[config.mk]
export PLATFORM = sky130hd
export DESIGN_NAME = weighted_error_norm_accumulator_flat
export DESIGN_NICKNAME = d
export VERILOG_FILES = /design/src/design/wena_pkg.sv /design/src/design/wena_if.sv /design/src/design/wena_accum.sv /design/src/design/wena_divsqrt.sv /design/src/design/weighted_error_norm_accumulator.sv /design/src/flat_wrapper.sv
export SDC_FILE = /design/constraint.sdc
export NUM_CORES = 2
export LEC_CHECK = 0
export BUFFER_PORTS_ARGS = -buffer_cell sky130_fd_sc_hd__buf_4
export CAP_MARGIN = 20
export CORE_ASPECT_RATIO = 2
export CORE_MARGIN = 2
export CORE_UTILIZATION = 33
export DETAILED_ROUTE_END_ITERATION = 16
export PLACE_DENSITY_LB_ADDON = 0.2
export SLEW_MARGIN = 20
export SYNTH_ARGS = -nofsm -noshare
export SYNTH_HDL_FRONTEND = slang
export SYNTH_SLANG_ARGS = --single-unit
[constraint.sdc]
create_clock -name clock -period 9.5 [get_ports clock]
set_input_delay 1.425 -clock clock [delete_from_list [all_inputs] [get_ports clock]]
set_output_delay 1.425 -clock clock [all_outputs]
set_load 0.05 [all_outputs]
[src/design/wena_pkg.sv]
// Shared constants, types and helper functions of the weighted error norm accumulator.
// No dependencies.
package wena_pkg;

   localparam int SAMPLE_BITS = 16;
   localparam int MAX_RUN     = 16384;

   localparam int FIELD_BITS  = 16;
   localparam int VOL_IN_BITS = 16;
   localparam int NORM_BITS   = 16;
   localparam int STATUS_BITS = 2;
   localparam int ACC_BITS    = 64;
   localparam int VOL_BITS    = 31;

   localparam int MUL_A_BITS = 2 * SAMPLE_BITS;
   localparam int MUL_B_BITS = (SAMPLE_BITS > VOL_IN_BITS) ? SAMPLE_BITS : VOL_IN_BITS;
   localparam int PROD_BITS  = MUL_A_BITS + MUL_B_BITS;

   localparam longint VOL_CAP_FULL  = longint'(MAX_RUN) * ((longint'(1) << VOL_IN_BITS) - 1);
   localparam longint VOL_FIELD_MAX = (longint'(1) << VOL_BITS) - 1;
   localparam logic [VOL_BITS:0] VOL_CAP =
      (VOL_BITS + 1)'((VOL_CAP_FULL > VOL_FIELD_MAX) ? VOL_FIELD_MAX : VOL_CAP_FULL);

   localparam int ROOT_BITS = ACC_BITS / 2;
   localparam int REM_BITS  = ROOT_BITS + 1;
   localparam int SUB_BITS  = REM_BITS + 3;
   localparam int STEP_BITS = $clog2(ACC_BITS);

   localparam logic [STATUS_BITS-1:0] STATUS_OK        = 2'd0;
   localparam logic [STATUS_BITS-1:0] STATUS_ZERO_VOL  = 2'd1;
   localparam logic [STATUS_BITS-1:0] STATUS_SATURATED = 2'd2;

   localparam logic OP_DIV  = 1'b0;
   localparam logic OP_SQRT = 1'b1;

   typedef struct packed {
      logic idle;
      logic done;
      logic last;
   } acc_stat_type;

   typedef struct packed {
      logic start;
      logic op;
   } ds_cmd_type;

   function automatic logic [NORM_BITS-1:0] clamp_norm(input logic [ACC_BITS-1:0] v);
      logic [NORM_BITS-1:0] r;
      if (v[ACC_BITS-1:NORM_BITS] != '0) begin
         r = '1;
      end else begin
         r = v[NORM_BITS-1:0];
      end
      return r;
   endfunction

endpackage

[src/design/wena_if.sv]
// Channel interfaces of the weighted error norm accumulator: sample input and norm result.
// Depends on wena_pkg.
interface wena_req_if;
   import wena_pkg::*;
   logic                         valid;
   logic                         ready;
   logic signed [FIELD_BITS-1:0] this_sample;
   logic signed [FIELD_BITS-1:0] other_sample;
   logic [VOL_IN_BITS-1:0]       cell_volume;
   logic                         last_of_variable;

   modport source (output valid, this_sample, other_sample, cell_volume, last_of_variable,
                   input ready);
   modport sink (input valid, this_sample, other_sample, cell_volume, last_of_variable,
                 output ready);
endinterface

interface wena_rsp_if;
   import wena_pkg::*;
   logic                   valid;
   logic                   ready;
   logic [NORM_BITS-1:0]   l1_norm;
   logic [NORM_BITS-1:0]   l2_norm;
   logic [NORM_BITS-1:0]   linf_norm;
   logic [STATUS_BITS-1:0] norm_status;

   modport source (output valid, l1_norm, l2_norm, linf_norm, norm_status, input ready);
   modport sink (input valid, l1_norm, l2_norm, linf_norm, norm_status, output ready);
endinterface

[src/design/wena_accum.sv]
// Accumulator datapath: one shared multiplier and one shared saturating adder under a
// four-step sequence per transaction. Depends on wena_pkg.
module wena_accum (
   input  logic                                  clock,
   input  logic                                  reset,
   input  logic                                  take,
   input  logic                                  clear,
   input  logic signed [wena_pkg::FIELD_BITS-1:0] this_sample,
   input  logic signed [wena_pkg::FIELD_BITS-1:0] other_sample,
   input  logic [wena_pkg::VOL_IN_BITS-1:0]      cell_volume,
   input  logic                                  last_of_variable,
   output wena_pkg::acc_stat_type                stat,
   output logic [wena_pkg::ACC_BITS-1:0]         abs_sum,
   output logic [wena_pkg::ACC_BITS-1:0]         square_sum,
   output logic [wena_pkg::VOL_BITS-1:0]         volume_sum,
   output logic [wena_pkg::NORM_BITS-1:0]        max_diff,
   output logic                                  saturated
);
   import wena_pkg::*;

   localparam logic [2:0] A_IDLE = 3'd0;
   localparam logic [2:0] A_MUL1 = 3'd1;
   localparam logic [2:0] A_MUL2 = 3'd2;
   localparam logic [2:0] A_MUL3 = 3'd3;
   localparam logic [2:0] A_ADD3 = 3'd4;

   logic [2:0]                   state_ff;
   logic [2:0]                   state_in;
   logic signed [SAMPLE_BITS-1:0] sa;
   logic signed [SAMPLE_BITS-1:0] sb;
   logic signed [SAMPLE_BITS:0]   diff;
   logic [SAMPLE_BITS-1:0]        d;
   logic [SAMPLE_BITS-1:0]        d_ff;
   logic [VOL_IN_BITS-1:0]        vol_ff;
   logic                          last_ff;
   logic [MUL_A_BITS-1:0]         mul_a;
   logic [MUL_B_BITS-1:0]         mul_b;
   logic [PROD_BITS-1:0]          prod_ff;
   logic [ACC_BITS-1:0]           add_sel;
   logic [ACC_BITS:0]             add_sum;
   logic [ACC_BITS-1:0]           add_sat;
   logic [VOL_BITS:0]             vol_next;
   logic [NORM_BITS-1:0]          d_clamped;
   logic [ACC_BITS-1:0]           abs_ff;
   logic [ACC_BITS-1:0]           sq_ff;
   logic [VOL_BITS-1:0]           volsum_ff;
   logic [NORM_BITS-1:0]          max_ff;
   logic                          sat_ff;

   assign sa   = SAMPLE_BITS'(this_sample);
   assign sb   = SAMPLE_BITS'(other_sample);
   assign diff = (SAMPLE_BITS + 1)'(sa) - (SAMPLE_BITS + 1)'(sb);
   assign d    = diff[SAMPLE_BITS] ? SAMPLE_BITS'(-diff) : SAMPLE_BITS'(diff);

   always_comb begin
      unique case (state_ff)
         A_IDLE:  state_in = take ? A_MUL1 : A_IDLE;
         A_MUL1:  state_in = A_MUL2;
         A_MUL2:  state_in = A_MUL3;
         A_MUL3:  state_in = A_ADD3;
         default: state_in = A_IDLE;
      endcase
   end

   always_comb begin
      unique case (state_ff)
         A_MUL1: begin
            mul_a = MUL_A_BITS'(d_ff);
            mul_b = MUL_B_BITS'(vol_ff);
         end
         A_MUL2: begin
            mul_a = MUL_A_BITS'(d_ff);
            mul_b = MUL_B_BITS'(d_ff);
         end
         default: begin
            mul_a = prod_ff[MUL_A_BITS-1:0];
            mul_b = MUL_B_BITS'(vol_ff);
         end
      endcase
   end

   assign add_sel   = (state_ff == A_MUL2) ? abs_ff : sq_ff;
   assign add_sum   = (ACC_BITS + 1)'(add_sel) + (ACC_BITS + 1)'(prod_ff);
   assign add_sat   = add_sum[ACC_BITS] ? '1 : add_sum[ACC_BITS-1:0];
   assign vol_next  = (VOL_BITS + 1)'(volsum_ff) + (VOL_BITS + 1)'(vol_ff);
   assign d_clamped = clamp_norm(ACC_BITS'(d_ff));

   always_ff @(posedge clock) begin
      if (take) begin
         d_ff    <= d;
         vol_ff  <= cell_volume;
         last_ff <= last_of_variable;
      end
      prod_ff <= PROD_BITS'(mul_a * mul_b);
   end

   always_ff @(posedge clock) begin
      if (reset) begin
         state_ff <= A_IDLE;
      end else begin
         state_ff <= state_in;
      end
   end

   always_ff @(posedge clock) begin
      if (reset || clear) begin
         abs_ff    <= '0;
         sq_ff     <= '0;
         volsum_ff <= '0;
         max_ff    <= '0;
         sat_ff    <= 1'b0;
      end else begin
         unique case (state_ff)
            A_MUL1: begin
               if (d_clamped > max_ff) begin
                  max_ff <= d_clamped;
               end
               if (vol_next > VOL_CAP) begin
                  volsum_ff <= VOL_BITS'(VOL_CAP);
                  sat_ff    <= 1'b1;
               end else begin
                  volsum_ff <= VOL_BITS'(vol_next);
               end
            end
            A_MUL2: begin
               abs_ff <= add_sat;
               if (add_sum[ACC_BITS]) begin
                  sat_ff <= 1'b1;
               end
            end
            A_ADD3: begin
               sq_ff <= add_sat;
               if (add_sum[ACC_BITS]) begin
                  sat_ff <= 1'b1;
               end
            end
            default: begin
            end
         endcase
      end
   end

   assign stat.idle  = (state_ff == A_IDLE);
   assign stat.done  = (state_ff == A_ADD3);
   assign stat.last  = last_ff;
   assign abs_sum    = abs_ff;
   assign square_sum = sq_ff;
   assign volume_sum = volsum_ff;
   assign max_diff   = max_ff;
   assign saturated  = sat_ff;

endmodule

[src/design/wena_divsqrt.sv]
// Iterative divide and square root unit sharing one compare-subtract: one quotient bit
// or one root bit per cycle. Depends on wena_pkg.
module wena_divsqrt (
   input  logic                          clock,
   input  logic                          reset,
   input  wena_pkg::ds_cmd_type          cmd,
   input  logic [wena_pkg::ACC_BITS-1:0] operand,
   input  logic [wena_pkg::VOL_BITS-1:0] divisor,
   output logic                          done,
   output logic [wena_pkg::ACC_BITS-1:0] result
);
   import wena_pkg::*;

   logic                 busy_ff;
   logic                 done_ff;
   logic                 op_ff;
   logic [STEP_BITS-1:0] count_ff;
   logic [ACC_BITS-1:0]  work_ff;
   logic [REM_BITS-1:0]  rem_ff;
   logic [ROOT_BITS-1:0] root_ff;
   logic [SUB_BITS-1:0]  sub_a;
   logic [SUB_BITS-1:0]  sub_b;
   logic [SUB_BITS-1:0]  sub_d;
   logic                 fits;
   logic [REM_BITS-1:0]  rem_in;

   always_comb begin
      if (op_ff == OP_DIV) begin
         sub_a = SUB_BITS'({rem_ff[ROOT_BITS-1:0], work_ff[ACC_BITS-1]});
         sub_b = SUB_BITS'(divisor);
      end else begin
         sub_a = SUB_BITS'({rem_ff, work_ff[ACC_BITS-1 -: 2]});
         sub_b = SUB_BITS'({root_ff, 2'b01});
      end
      sub_d  = sub_a - sub_b;
      fits   = ~sub_d[SUB_BITS-1];
      rem_in = fits ? sub_d[REM_BITS-1:0] : sub_a[REM_BITS-1:0];
   end

   always_ff @(posedge clock) begin
      if (reset) begin
         busy_ff <= 1'b0;
         done_ff <= 1'b0;
      end else begin
         done_ff <= 1'b0;
         if (cmd.start) begin
            busy_ff <= 1'b1;
         end else if (busy_ff && (count_ff == '0)) begin
            busy_ff <= 1'b0;
            done_ff <= 1'b1;
         end
      end
   end

   always_ff @(posedge clock) begin
      if (cmd.start) begin
         op_ff    <= cmd.op;
         work_ff  <= operand;
         rem_ff   <= '0;
         root_ff  <= '0;
         count_ff <= (cmd.op == OP_DIV) ? STEP_BITS'(ACC_BITS - 1) : STEP_BITS'(ROOT_BITS - 1);
      end else if (busy_ff) begin
         rem_ff   <= rem_in;
         count_ff <= count_ff - 1'b1;
         if (op_ff == OP_DIV) begin
            work_ff <= {work_ff[ACC_BITS-2:0], fits};
         end else begin
            work_ff <= {work_ff[ACC_BITS-3:0], 2'b00};
            root_ff <= {root_ff[ROOT_BITS-2:0], fits};
         end
      end
   end

   assign done   = done_ff;
   assign result = (op_ff == OP_DIV) ? work_ff : ACC_BITS'(root_ff);

endmodule

[src/design/weighted_error_norm_accumulator.sv]
// Weighted error norm accumulator top level: run sequencer and result register.
// Depends on wena_pkg, wena_if, wena_accum and wena_divsqrt.
//
// Usage:
//   req_ch carries one sample pair with its cell volume per transaction; last_of_variable
//   marks the final pair of a run. rsp_ch carries one set of norms (L1, L2, Linf and
//   status) per run, valid/ready on both channels.
//   Each pair steps through the accumulator: the shared multiplier and adder form
//   |d|*vol, then d*d, then d*d*vol. req_ch.ready is low while the accumulator or
//   the run sequencer is busy. A run-ending pair then runs two restoring divisions of
//   the sums by the total volume and a square root of the second quotient, all in one
//   shared compare-subtract unit. A zero total volume skips the unit.
//   The result sits in an output register; while rsp_ch is stalled the block still takes
//   pairs of the next run and holds a further finished run until the register is free.
//   The accumulators clear as a run's result moves into the output register.
//   Synchronous reset clears the accumulators, the sequencer and rsp_ch.valid.
module weighted_error_norm_accumulator (
   input logic       clock,
   input logic       reset,
   wena_req_if.sink  req_ch,
   wena_rsp_if.source rsp_ch
);
   import wena_pkg::*;

   localparam logic [3:0] S_IDLE   = 4'd0;
   localparam logic [3:0] S_CHECK  = 4'd1;
   localparam logic [3:0] S_L1_GO  = 4'd2;
   localparam logic [3:0] S_L1_RUN = 4'd3;
   localparam logic [3:0] S_L2_GO  = 4'd4;
   localparam logic [3:0] S_L2_RUN = 4'd5;
   localparam logic [3:0] S_SQ_GO  = 4'd6;
   localparam logic [3:0] S_SQ_RUN = 4'd7;
   localparam logic [3:0] S_EMIT   = 4'd8;

   logic [3:0]             seq_ff;
   logic [3:0]             seq_in;
   logic                   take;
   logic                   emit_take;
   acc_stat_type           acc_stat;
   logic [ACC_BITS-1:0]    abs_sum;
   logic [ACC_BITS-1:0]    square_sum;
   logic [VOL_BITS-1:0]    volume_sum;
   logic [NORM_BITS-1:0]   max_diff;
   logic                   saturated;
   ds_cmd_type             ds_cmd;
   logic [ACC_BITS-1:0]    ds_operand;
   logic                   ds_done;
   logic [ACC_BITS-1:0]    ds_result;
   logic [NORM_BITS-1:0]   res_l1_ff;
   logic [NORM_BITS-1:0]   res_l2_ff;
   logic [NORM_BITS-1:0]   res_linf_ff;
   logic [STATUS_BITS-1:0] res_status_ff;
   logic                   rsp_valid_ff;
   logic [NORM_BITS-1:0]   rsp_l1_ff;
   logic [NORM_BITS-1:0]   rsp_l2_ff;
   logic [NORM_BITS-1:0]   rsp_linf_ff;
   logic [STATUS_BITS-1:0] rsp_status_ff;

   assign req_ch.ready = acc_stat.idle && (seq_ff == S_IDLE);
   assign take         = req_ch.valid && req_ch.ready;
   assign emit_take    = (seq_ff == S_EMIT) && (!rsp_valid_ff || rsp_ch.ready);

   wena_accum u_accum (
      .clock            (clock),
      .reset            (reset),
      .take             (take),
      .clear            (emit_take),
      .this_sample      (req_ch.this_sample),
      .other_sample     (req_ch.other_sample),
      .cell_volume      (req_ch.cell_volume),
      .last_of_variable (req_ch.last_of_variable),
      .stat             (acc_stat),
      .abs_sum          (abs_sum),
      .square_sum       (square_sum),
      .volume_sum       (volume_sum),
      .max_diff         (max_diff),
      .saturated        (saturated)
   );

   always_comb begin
      ds_cmd.start = (seq_ff == S_L1_GO) || (seq_ff == S_L2_GO) || (seq_ff == S_SQ_GO);
      ds_cmd.op    = (seq_ff == S_SQ_GO) ? OP_SQRT : OP_DIV;
      unique case (seq_ff)
         S_L1_GO: ds_operand = abs_sum;
         S_L2_GO: ds_operand = square_sum;
         default: ds_operand = ds_result;
      endcase
   end

   wena_divsqrt u_divsqrt (
      .clock   (clock),
      .reset   (reset),
      .cmd     (ds_cmd),
      .operand (ds_operand),
      .divisor (volume_sum),
      .done    (ds_done),
      .result  (ds_result)
   );

   always_comb begin
      unique case (seq_ff)
         S_IDLE:   seq_in = (acc_stat.done && acc_stat.last) ? S_CHECK : S_IDLE;
         S_CHECK:  seq_in = (volume_sum == '0) ? S_EMIT : S_L1_GO;
         S_L1_GO:  seq_in = S_L1_RUN;
         S_L1_RUN: seq_in = ds_done ? S_L2_GO : S_L1_RUN;
         S_L2_GO:  seq_in = S_L2_RUN;
         S_L2_RUN: seq_in = ds_done ? S_SQ_GO : S_L2_RUN;
         S_SQ_GO:  seq_in = S_SQ_RUN;
         S_SQ_RUN: seq_in = ds_done ? S_EMIT : S_SQ_RUN;
         S_EMIT:   seq_in = emit_take ? S_IDLE : S_EMIT;
         default:  seq_in = S_IDLE;
      endcase
   end

   always_ff @(posedge clock) begin
      if (reset) begin
         seq_ff       <= S_IDLE;
         rsp_valid_ff <= 1'b0;
      end else begin
         seq_ff <= seq_in;
         if (emit_take) begin
            rsp_valid_ff <= 1'b1;
         end else if (rsp_ch.ready) begin
            rsp_valid_ff <= 1'b0;
         end
      end
   end

   always_ff @(posedge clock) begin
      if (seq_ff == S_CHECK) begin
         res_l1_ff   <= '0;
         res_l2_ff   <= '0;
         res_linf_ff <= max_diff;
         if (volume_sum == '0) begin
            res_status_ff <= STATUS_ZERO_VOL;
         end else begin
            res_status_ff <= saturated ? STATUS_SATURATED : STATUS_OK;
         end
      end
      if ((seq_ff == S_L1_RUN) && ds_done) begin
         res_l1_ff <= clamp_norm(ds_result);
      end
      if ((seq_ff == S_SQ_RUN) && ds_done) begin
         res_l2_ff <= clamp_norm(ds_result);
      end
      if (emit_take) begin
         rsp_l1_ff     <= res_l1_ff;
         rsp_l2_ff     <= res_l2_ff;
         rsp_linf_ff   <= res_linf_ff;
         rsp_status_ff <= res_status_ff;
      end
   end

   assign rsp_ch.valid       = rsp_valid_ff;
   assign rsp_ch.l1_norm     = rsp_l1_ff;
   assign rsp_ch.l2_norm     = rsp_l2_ff;
   assign rsp_ch.linf_norm   = rsp_linf_ff;
   assign rsp_ch.norm_status = rsp_status_ff;

endmodule

[src/flat_wrapper.sv]
// flat-port wrapper written by rule: the top's interface ports become plain ports
module weighted_error_norm_accumulator_flat import wena_pkg::*;
  (clock, reset, req_ch_valid, req_ch_this_sample, req_ch_other_sample, req_ch_cell_volume, req_ch_last_of_variable, req_ch_ready, rsp_ch_valid, rsp_ch_l1_norm, rsp_ch_l2_norm, rsp_ch_linf_norm, rsp_ch_norm_status, rsp_ch_ready);
  wena_req_if req_ch_i ();
  wena_rsp_if rsp_ch_i ();
  input logic clock;
  input logic reset;
  input wire logic [$bits(req_ch_i.valid)-1:0] req_ch_valid;
  input wire logic [$bits(req_ch_i.this_sample)-1:0] req_ch_this_sample;
  input wire logic [$bits(req_ch_i.other_sample)-1:0] req_ch_other_sample;
  input wire logic [$bits(req_ch_i.cell_volume)-1:0] req_ch_cell_volume;
  input wire logic [$bits(req_ch_i.last_of_variable)-1:0] req_ch_last_of_variable;
  output wire logic [$bits(req_ch_i.ready)-1:0] req_ch_ready;
  output wire logic [$bits(rsp_ch_i.valid)-1:0] rsp_ch_valid;
  output wire logic [$bits(rsp_ch_i.l1_norm)-1:0] rsp_ch_l1_norm;
  output wire logic [$bits(rsp_ch_i.l2_norm)-1:0] rsp_ch_l2_norm;
  output wire logic [$bits(rsp_ch_i.linf_norm)-1:0] rsp_ch_linf_norm;
  output wire logic [$bits(rsp_ch_i.norm_status)-1:0] rsp_ch_norm_status;
  input wire logic [$bits(rsp_ch_i.ready)-1:0] rsp_ch_ready;
  assign req_ch_i.valid = req_ch_valid;
  assign req_ch_i.this_sample = req_ch_this_sample;
  assign req_ch_i.other_sample = req_ch_other_sample;
  assign req_ch_i.cell_volume = req_ch_cell_volume;
  assign req_ch_i.last_of_variable = req_ch_last_of_variable;
  assign req_ch_ready = req_ch_i.ready;
  assign rsp_ch_valid = rsp_ch_i.valid;
  assign rsp_ch_l1_norm = rsp_ch_i.l1_norm;
  assign rsp_ch_l2_norm = rsp_ch_i.l2_norm;
  assign rsp_ch_linf_norm = rsp_ch_i.linf_norm;
  assign rsp_ch_norm_status = rsp_ch_i.norm_status;
  assign rsp_ch_i.ready = rsp_ch_ready;
  weighted_error_norm_accumulator u_core (.clock(clock), .reset(reset), .req_ch(req_ch_i), .rsp_ch(rsp_ch_i));
endmodule
# Yosys cells after proc, flatten, opt, wreduce, memory -nomap -nowiden
# Index checks and enable logic that the tools add are counted.
dict set report totals {
  register_bits 503
  input_bits 53
  output_inout_bits 52
  elab_cells 120
}
dict set report classes {
  n_addsub 6
  n_mul 1
  order_cmp 2
  eq_ne 14
  mux 40
  bitwise_logic 1
  reduce_logical 29
}
# op count
set ops {}
lappend ops {{$mux 64} 6}
lappend ops {{$pmux 64 s2} 1}
lappend ops {{$mux 16} 6}
lappend ops {{$add 64x48->65} 1}
lappend ops {{$mul 32x16->48} 1}
lappend ops {{$reduce_bool 48->1} 1}
lappend ops {{$pmux 4 s9} 1}
lappend ops {{$sub 36x36->36} 1}
lappend ops {{$mux 35} 1}
lappend ops {{$mux 34} 1}
lappend ops {{$mux 33} 1}
lappend ops {{$add 31x16->32} 1}
lappend ops {{$gt 32x30->1 const B} 1}
lappend ops {{$mux 32} 1}
lappend ops {{$logic_not 31->1} 1}
lappend ops {{$mux 31} 1}
lappend ops {{$mux 6} 3}
lappend ops {{$sub 16x16->17} 1}
lappend ops {{$eq 4x3->1 const B} 4}
lappend ops {{$gt 16x16->1} 1}
lappend ops {{$neg 16->16} 1}
lappend ops {{$mux 4} 3}
lappend ops {{$pmux 3 s4} 1}
lappend ops {{$reduce_bool 2->1} 6}
lappend ops {{23 further kinds} 47}

# Depth between registers and ports, before layout
dict set report logic_depth {
  word_depth 6
  ltp_mapped 34
  mapped_depth_nobuf 29
}

# Modules after synthesis
# Synthesis repeated with hierarchy kept, for this count alone.
dict set report unflattened {
  cells_unflattened 5218
  area_unflattened_um2 45137.0
}
# mod instances cells_per_inst area_each_um2 seq_area_each_um2
set by_module_without_submodules {}
lappend by_module_without_submodules {wena_accum 1 3773 31167.4 5535.3}
lappend by_module_without_submodules {wena_divsqrt 1 1024 9111.2 3473.3}
lappend by_module_without_submodules {weighted_error_norm_accumulator 1 421 4858.4 3103.0}

# Least setup slack after synthesis
# No wires, ideal clock.
dict set report synth_timing {
  kind {register to register}
  from {reg u_core.u_accum.state_ff[0]}
  to {reg u_core.u_accum.prod_ff[46]}
  setup_time_ns 0.072
  arrival_time_ns 7.954
  required_ns 9.428
  slack_ns 1.474
  path_stages_with_launch 32
  path_buffers 5
  synth_period_minus_slack_ns 8.026
  path_cell_list {dfxtp_1 nor2_1 nand2_1 buf_1 clkbuf_1 buf_2 buf_1 nand2_1 nand2_1 clkbuf_1 nand2_1 fa_1 inv_1 fa_1 fa_1 fa_1 fa_1 inv_1 fa_1 inv_1 ha_1 a21o_1 a21o_1 a211o_1 a221oi_1 o41ai_1 a21oi_1 o31ai_1 a2111oi_0 o21bai_1 a21oi_1 xnor2_1}
}
dict set report synth_between {
  elab_chain_cells 4
  elab_cells_between_ends 6
  classes_between {mul (1); eq/ne (2); mux (2); reduce/logical (1)}
}
# item line
set synth_lines {}
lappend synth_lines {{from (decl)} wena_accum.sv:27} ;# logic [2:0] state_ff;
lappend synth_lines {{from (signal assigned)} wena_accum.sv:101} ;# state_ff <= state_in;
lappend synth_lines {{$eq 3x2->1 / $eq 3x1->1 (equally long branches)} wena_accum.sv:66} ;# unique case (state_ff)
lappend synth_lines {{$reduce_or 2->1 (no source line)} n/a}
lappend synth_lines {{$mux 32} wena_accum.sv:66}
lappend synth_lines {{$mul 32x16->48 *} wena_accum.sv:94} ;# prod_ff <= PROD_BITS'(mul_a * mul_b);
lappend synth_lines {{to (signal assigned)} wena_accum.sv:94}
lappend synth_lines {{to (decl)} wena_accum.sv:38} ;# logic [PROD_BITS-1:0] prod_ff;
# Mark *: on every way between the ends. The rest lies on a longest branch, timed or not.
# A chain may end at the register's enable or synchronous reset.

# Worst setup path in the final report
dict set report layout_timing {
  from {reg u_core.u_accum.state_ff[0]}
  to {reg u_core.u_accum.prod_ff[47]}
}
# Same word-level chain as after synthesis.

==> results_dict.tcl <==
set metrics [dict create \
    hold_buffers 0 \
    clk_latency_ps 650 \
    wl_per_cell_um 21.8 \
    critical_path.top_delay_family "adder cells" \
    syn-cell-area_mm2 0.0441 \
    grt_max_degree 140 \
    clk_pin_slew_worst_paths_ps 70 \
    grt_use_total_pct 21.5 \
    synth_ff_type "dfxtp_1" \
    finalSetupTns_ps 0 \
    startpoint "u_core.u_accum.state_ff[0]$_SDFF_PP0_" \
    cp.required_ps 10000 \
    synthTopCellsByArea "fa_1 19%, edfxtp_1 14%, dfxtp_1 14%, ha_1 7.1%, nand2_1 5.9%" \
    cts_tree "done" \
    synth_cell_types 91 \
    synth_top_area_share_pct 19.1 \
    ys_seq_elements 503 \
    cts_inserted_buffers 50 \
    synth_seq_area_share_pct 27.4 \
    cts.path.max_buffers 3 \
    hold_violations 0 \
    synth_warnings 0 \
    drt_wl_total_um 147000 \
    status "completed" \
    clock_sinks 503 \
    cp_num_cells 26 \
    slowest_stage "mux2i_2" \
    grt_antenna_before_repair 2 \
    clock-root-buffer "clkbuf_16" \
    grt_pass1_vias 37800 \
    dr.first_iter.drc_count 2166 \
    synth-edff-count 204 \
    cts.repair.resized 0 \
    r2r-start "u_core.u_accum.state_ff[0]$_SDFF_PP0_" \
    initial_core_util_pct 33.3 \
    postSynthCellCount 5052 \
    globalRoute.totalOverflow 0 \
    rsz0062_at_grt "false" \
    die_area_mm2 0.137 \
    gp_congestion 0.953 \
    core_mm2 0.133 \
    dp_hpwl_um 116000 \
    synth-async-reset-ratio_pct 0 \
    reg2reg_slack_ps 800 \
    cp_num_buf_inv 4 \
    reg2regPathDepth 26 \
    timing.max_cap.violations 0 \
    num_rows 189 \
    num_vias 36000 \
    fp.dieH_um 521 \
    synth_top_area_cell "fa_1" \
    area_growth_syn_to_layout_pct 9.94 \
    firstDrtPassIters 8 \
    fp.dieW_um 263 \
    ios 105 \
    period_share_pct 91.6 \
    avgSynthCellArea_um2 8.74 \
    crit_end "u_core.u_accum.prod_ff[47]$_DFF_P_" \
    drive_gt1_share_pct 7.57 \
    rr_endpoint "u_core.u_accum.prod_ff[47]$_DFF_P_" \
    grt_pass1_wl_um 226000 \
    portBuffers 104 \
    setup_viol 0 \
    fin_skew_ps 46.9 \
    path_class "reg2reg" \
    critPathMaxFanout 47 \
    cp.arrival_ps 9200 \
    tightest_slew_ps 1160 \
    cts_setup_buffers 0 \
    ant_nets 0 \
    max_slew_margin_pct 22.6 \
    max_freq_mhz 115 \
    hold_class "reg2reg" \
    crit_path_max_incr_delay_ps 970 \
    drc_errors 0 \
    syn-num-nets 5779 \
    nets 5732 \
    routed_via_density 5.33 \
    htree_levels 2 \
    worstSetupEndpointType "flip-flop" \
    slew_violations 0 \
    cp-start-kind "flip-flop" \
    finalCriticalPeriod_ps 8700 \
    cp_common_cell "fa_1" \
]
-- placed cells by master (no fill, tap or decap), types with 26 or more instances in the layout --
| cell | n |
|---|---|
| nor2b_1 | 75 |
| mux2_2 | 51 |
| a222oi_1 | 30 |
| nor3_1 | 51 |
| xnor2_1 | 99 |
| nand3_1 | 56 |
| clkbuf_16 | 51 |
| a21o_1 | 103 |
| inv_1 | 533 |
| dfxtp_1 | 298 |
| nand2_1 | 694 |
| nand4_1 | 44 |
| xor2_1 | 52 |
| edfxtp_1 | 204 |
| a211oi_1 | 162 |
| buf_4 | 175 |
| fa_1 | 422 |
| a21oi_1 | 367 |
| and2_1 | 30 |
| o21ai_0 | 148 |
| and3_1 | 41 |
| ha_1 | 252 |
| mux2i_1 | 102 |
| o21a_1 | 31 |
| a221oi_1 | 35 |
| nand2b_1 | 26 |
| nor2_1 | 566 |
-- Yosys cell counts (75+ instances only) --
cell type  instances
nor2b_1           75
nor2_1           569
nand2_1          696
clkbuf_1         230
fa_1             422
dfxtp_1          299
edfxtp_1         204
a21oi_1          367
inv_1            535
o21ai_0          148
mux2i_1          109
a211oi_1         162
a21o_1           103
ha_1             252
xnor2_1           99
-- worst reg2reg max path, cell delays in order, from the launching register on --
cell,delay (ps)
dfxtp_1,410
nor2_1,120
nand2_4,520
mux2i_2,990
nor2_1,190
fa_1,590
inv_1,60
fa_1,490
fa_1,510
inv_1,40
ha_1,300
fa_1,530
inv_1,50
fa_1,520
inv_1,40
ha_1,360
nor2_1,70
a21oi_1,160
o2111ai_1,200
a31oi_1,360
a31oi_1,260
o41a_1,430
o211ai_1,430
nand2_1,160
a311oi_1,460
o41ai_1,150
xnor2_1,140
-- kinds of logic (layout without fill, tap and decap cells) --
| group | after synthesis | count (layout) | share of synthesized area [%] |
|---|---|---|---|
| xor gates and xnor gates | 151 | 151 | 3.00 |
| AOI/OAI and AO/OA | 1071 | 1071 | 16.0 |
| other | 0 | 1 | 0 |
| and+or+nand+nor | 1682 | 1682 | 16.6 |
| adders and majority gates | 674 | 674 | 26.3 |
| buffers and inverters | 811 | 805 | 6.96 |
| muxes | 160 | 160 | 3.77 |
| DFF | 503 | 503 | 27.4 |
-- per-layer routing --
metal | routed length [um] | global-route usage, % | vias up
li1 | - | - | 17000
met1 | 50800 | 21.0 | 17800
met2 | 80500 | 42.3 | 863
met3 | 4150 | 1.57 | 343
met4 | 11800 | 15.1 | 0
met5 | 0 | 0 | -
-- through the flow --
| stage | hold slack (ps) | utilization, % | std cells | area [um^2] | setup slack [ps] |
|---|---|---|---|---|---|
| 5_1_grt | 415 | 36.6 | 6766 | 48500 | 179 |
| 4_1_cts | 407 | 36.6 | 6765 | 48500 | 724 |
| 3_3_place_gp | 402 | 35.2 | 6672 | 46700 | 933 |
| 6_report | 413 | 36.6 | 6766 | 48500 | 798 |
| 3_5_place_dp | 405 | 35.2 | 6672 | 46700 | 737 |
| 2_1_floorplan | 400 | - | 5052 | 44100 | 1470 |
-- worst min path at each step --
| stage | from | to | cells past startpoint |
|---|---|---|---|
| 2_1_floorplan | u_core.res_l1_ff[0]$_SDFFCE_PN0P_ | u_core.rsp_ch.l1_norm[0]$_DFFE_PP_ | 0 |
| 3_3_place_gp | u_core.res_status_ff[1]$_SDFFCE_PN0P_ | u_core.rsp_ch.norm_status[1]$_DFFE_PP_ | 0 |
| 3_5_place_dp | u_core.res_l2_ff[13]$_SDFFCE_PN0P_ | u_core.rsp_ch.l2_norm[13]$_DFFE_PP_ | 0 |
| 4_1_cts | u_core.res_l2_ff[15]$_SDFFCE_PN0P_ | u_core.rsp_ch.l2_norm[15]$_DFFE_PP_ | 0 |
| 5_1_grt | u_core.res_l2_ff[2]$_SDFFCE_PN0P_ | u_core.rsp_ch.l2_norm[2]$_DFFE_PP_ | 0 |
| 6_report | u_core.res_l2_ff[15]$_SDFFCE_PN0P_ | u_core.rsp_ch.l2_norm[15]$_DFFE_PP_ | 0 |
-- state kept, by name, indices dropped and copies added, names as in the netlist, 2 cells and up --
name / cells
u_core.res_l1_ff: 16
u_core.u_accum.prod_ff: 48
u_core.u_divsqrt.rem_ff: 33
u_core.u_accum.d_clamped: 16
u_core.u_accum.square_sum: 64
u_core.u_accum.vol_ff: 16
u_core.rsp_ch.l2_norm: 16
u_core.u_accum.volume_sum: 31
u_core.u_accum.abs_sum: 64
u_core.res_status_ff: 2
u_core.u_divsqrt.count_ff: 6
u_core.res_l2_ff: 16
u_core.u_accum.state_ff: 3
u_core.u_accum.max_diff: 16
u_core.rsp_ch.l1_norm: 16
u_core.rsp_ch.norm_status: 2
u_core.u_divsqrt.root_ff: 32
u_core.u_divsqrt.work_ff: 64
u_core.res_linf_ff: 16
u_core.rsp_ch.linf_norm: 16
u_core.seq_ff: 4
-- area by class of cell --
cell class | count | area [um^2]
fill | 13600 | 84100
multi-input combinational | 3738 | 29000
sequential | 503 | 12100
tap | 1719 | 2150
inverter | 535 | 2010
clock buffer | 61 | 1350
timing repair buffer | 177 | 1350
clock inverter | 32 | 489
antenna | 1 | 2.50
Power is left out: the tool's default activity adds up to more than one toggle a clock period on the data nets, which glitch-free logic cannot reach.
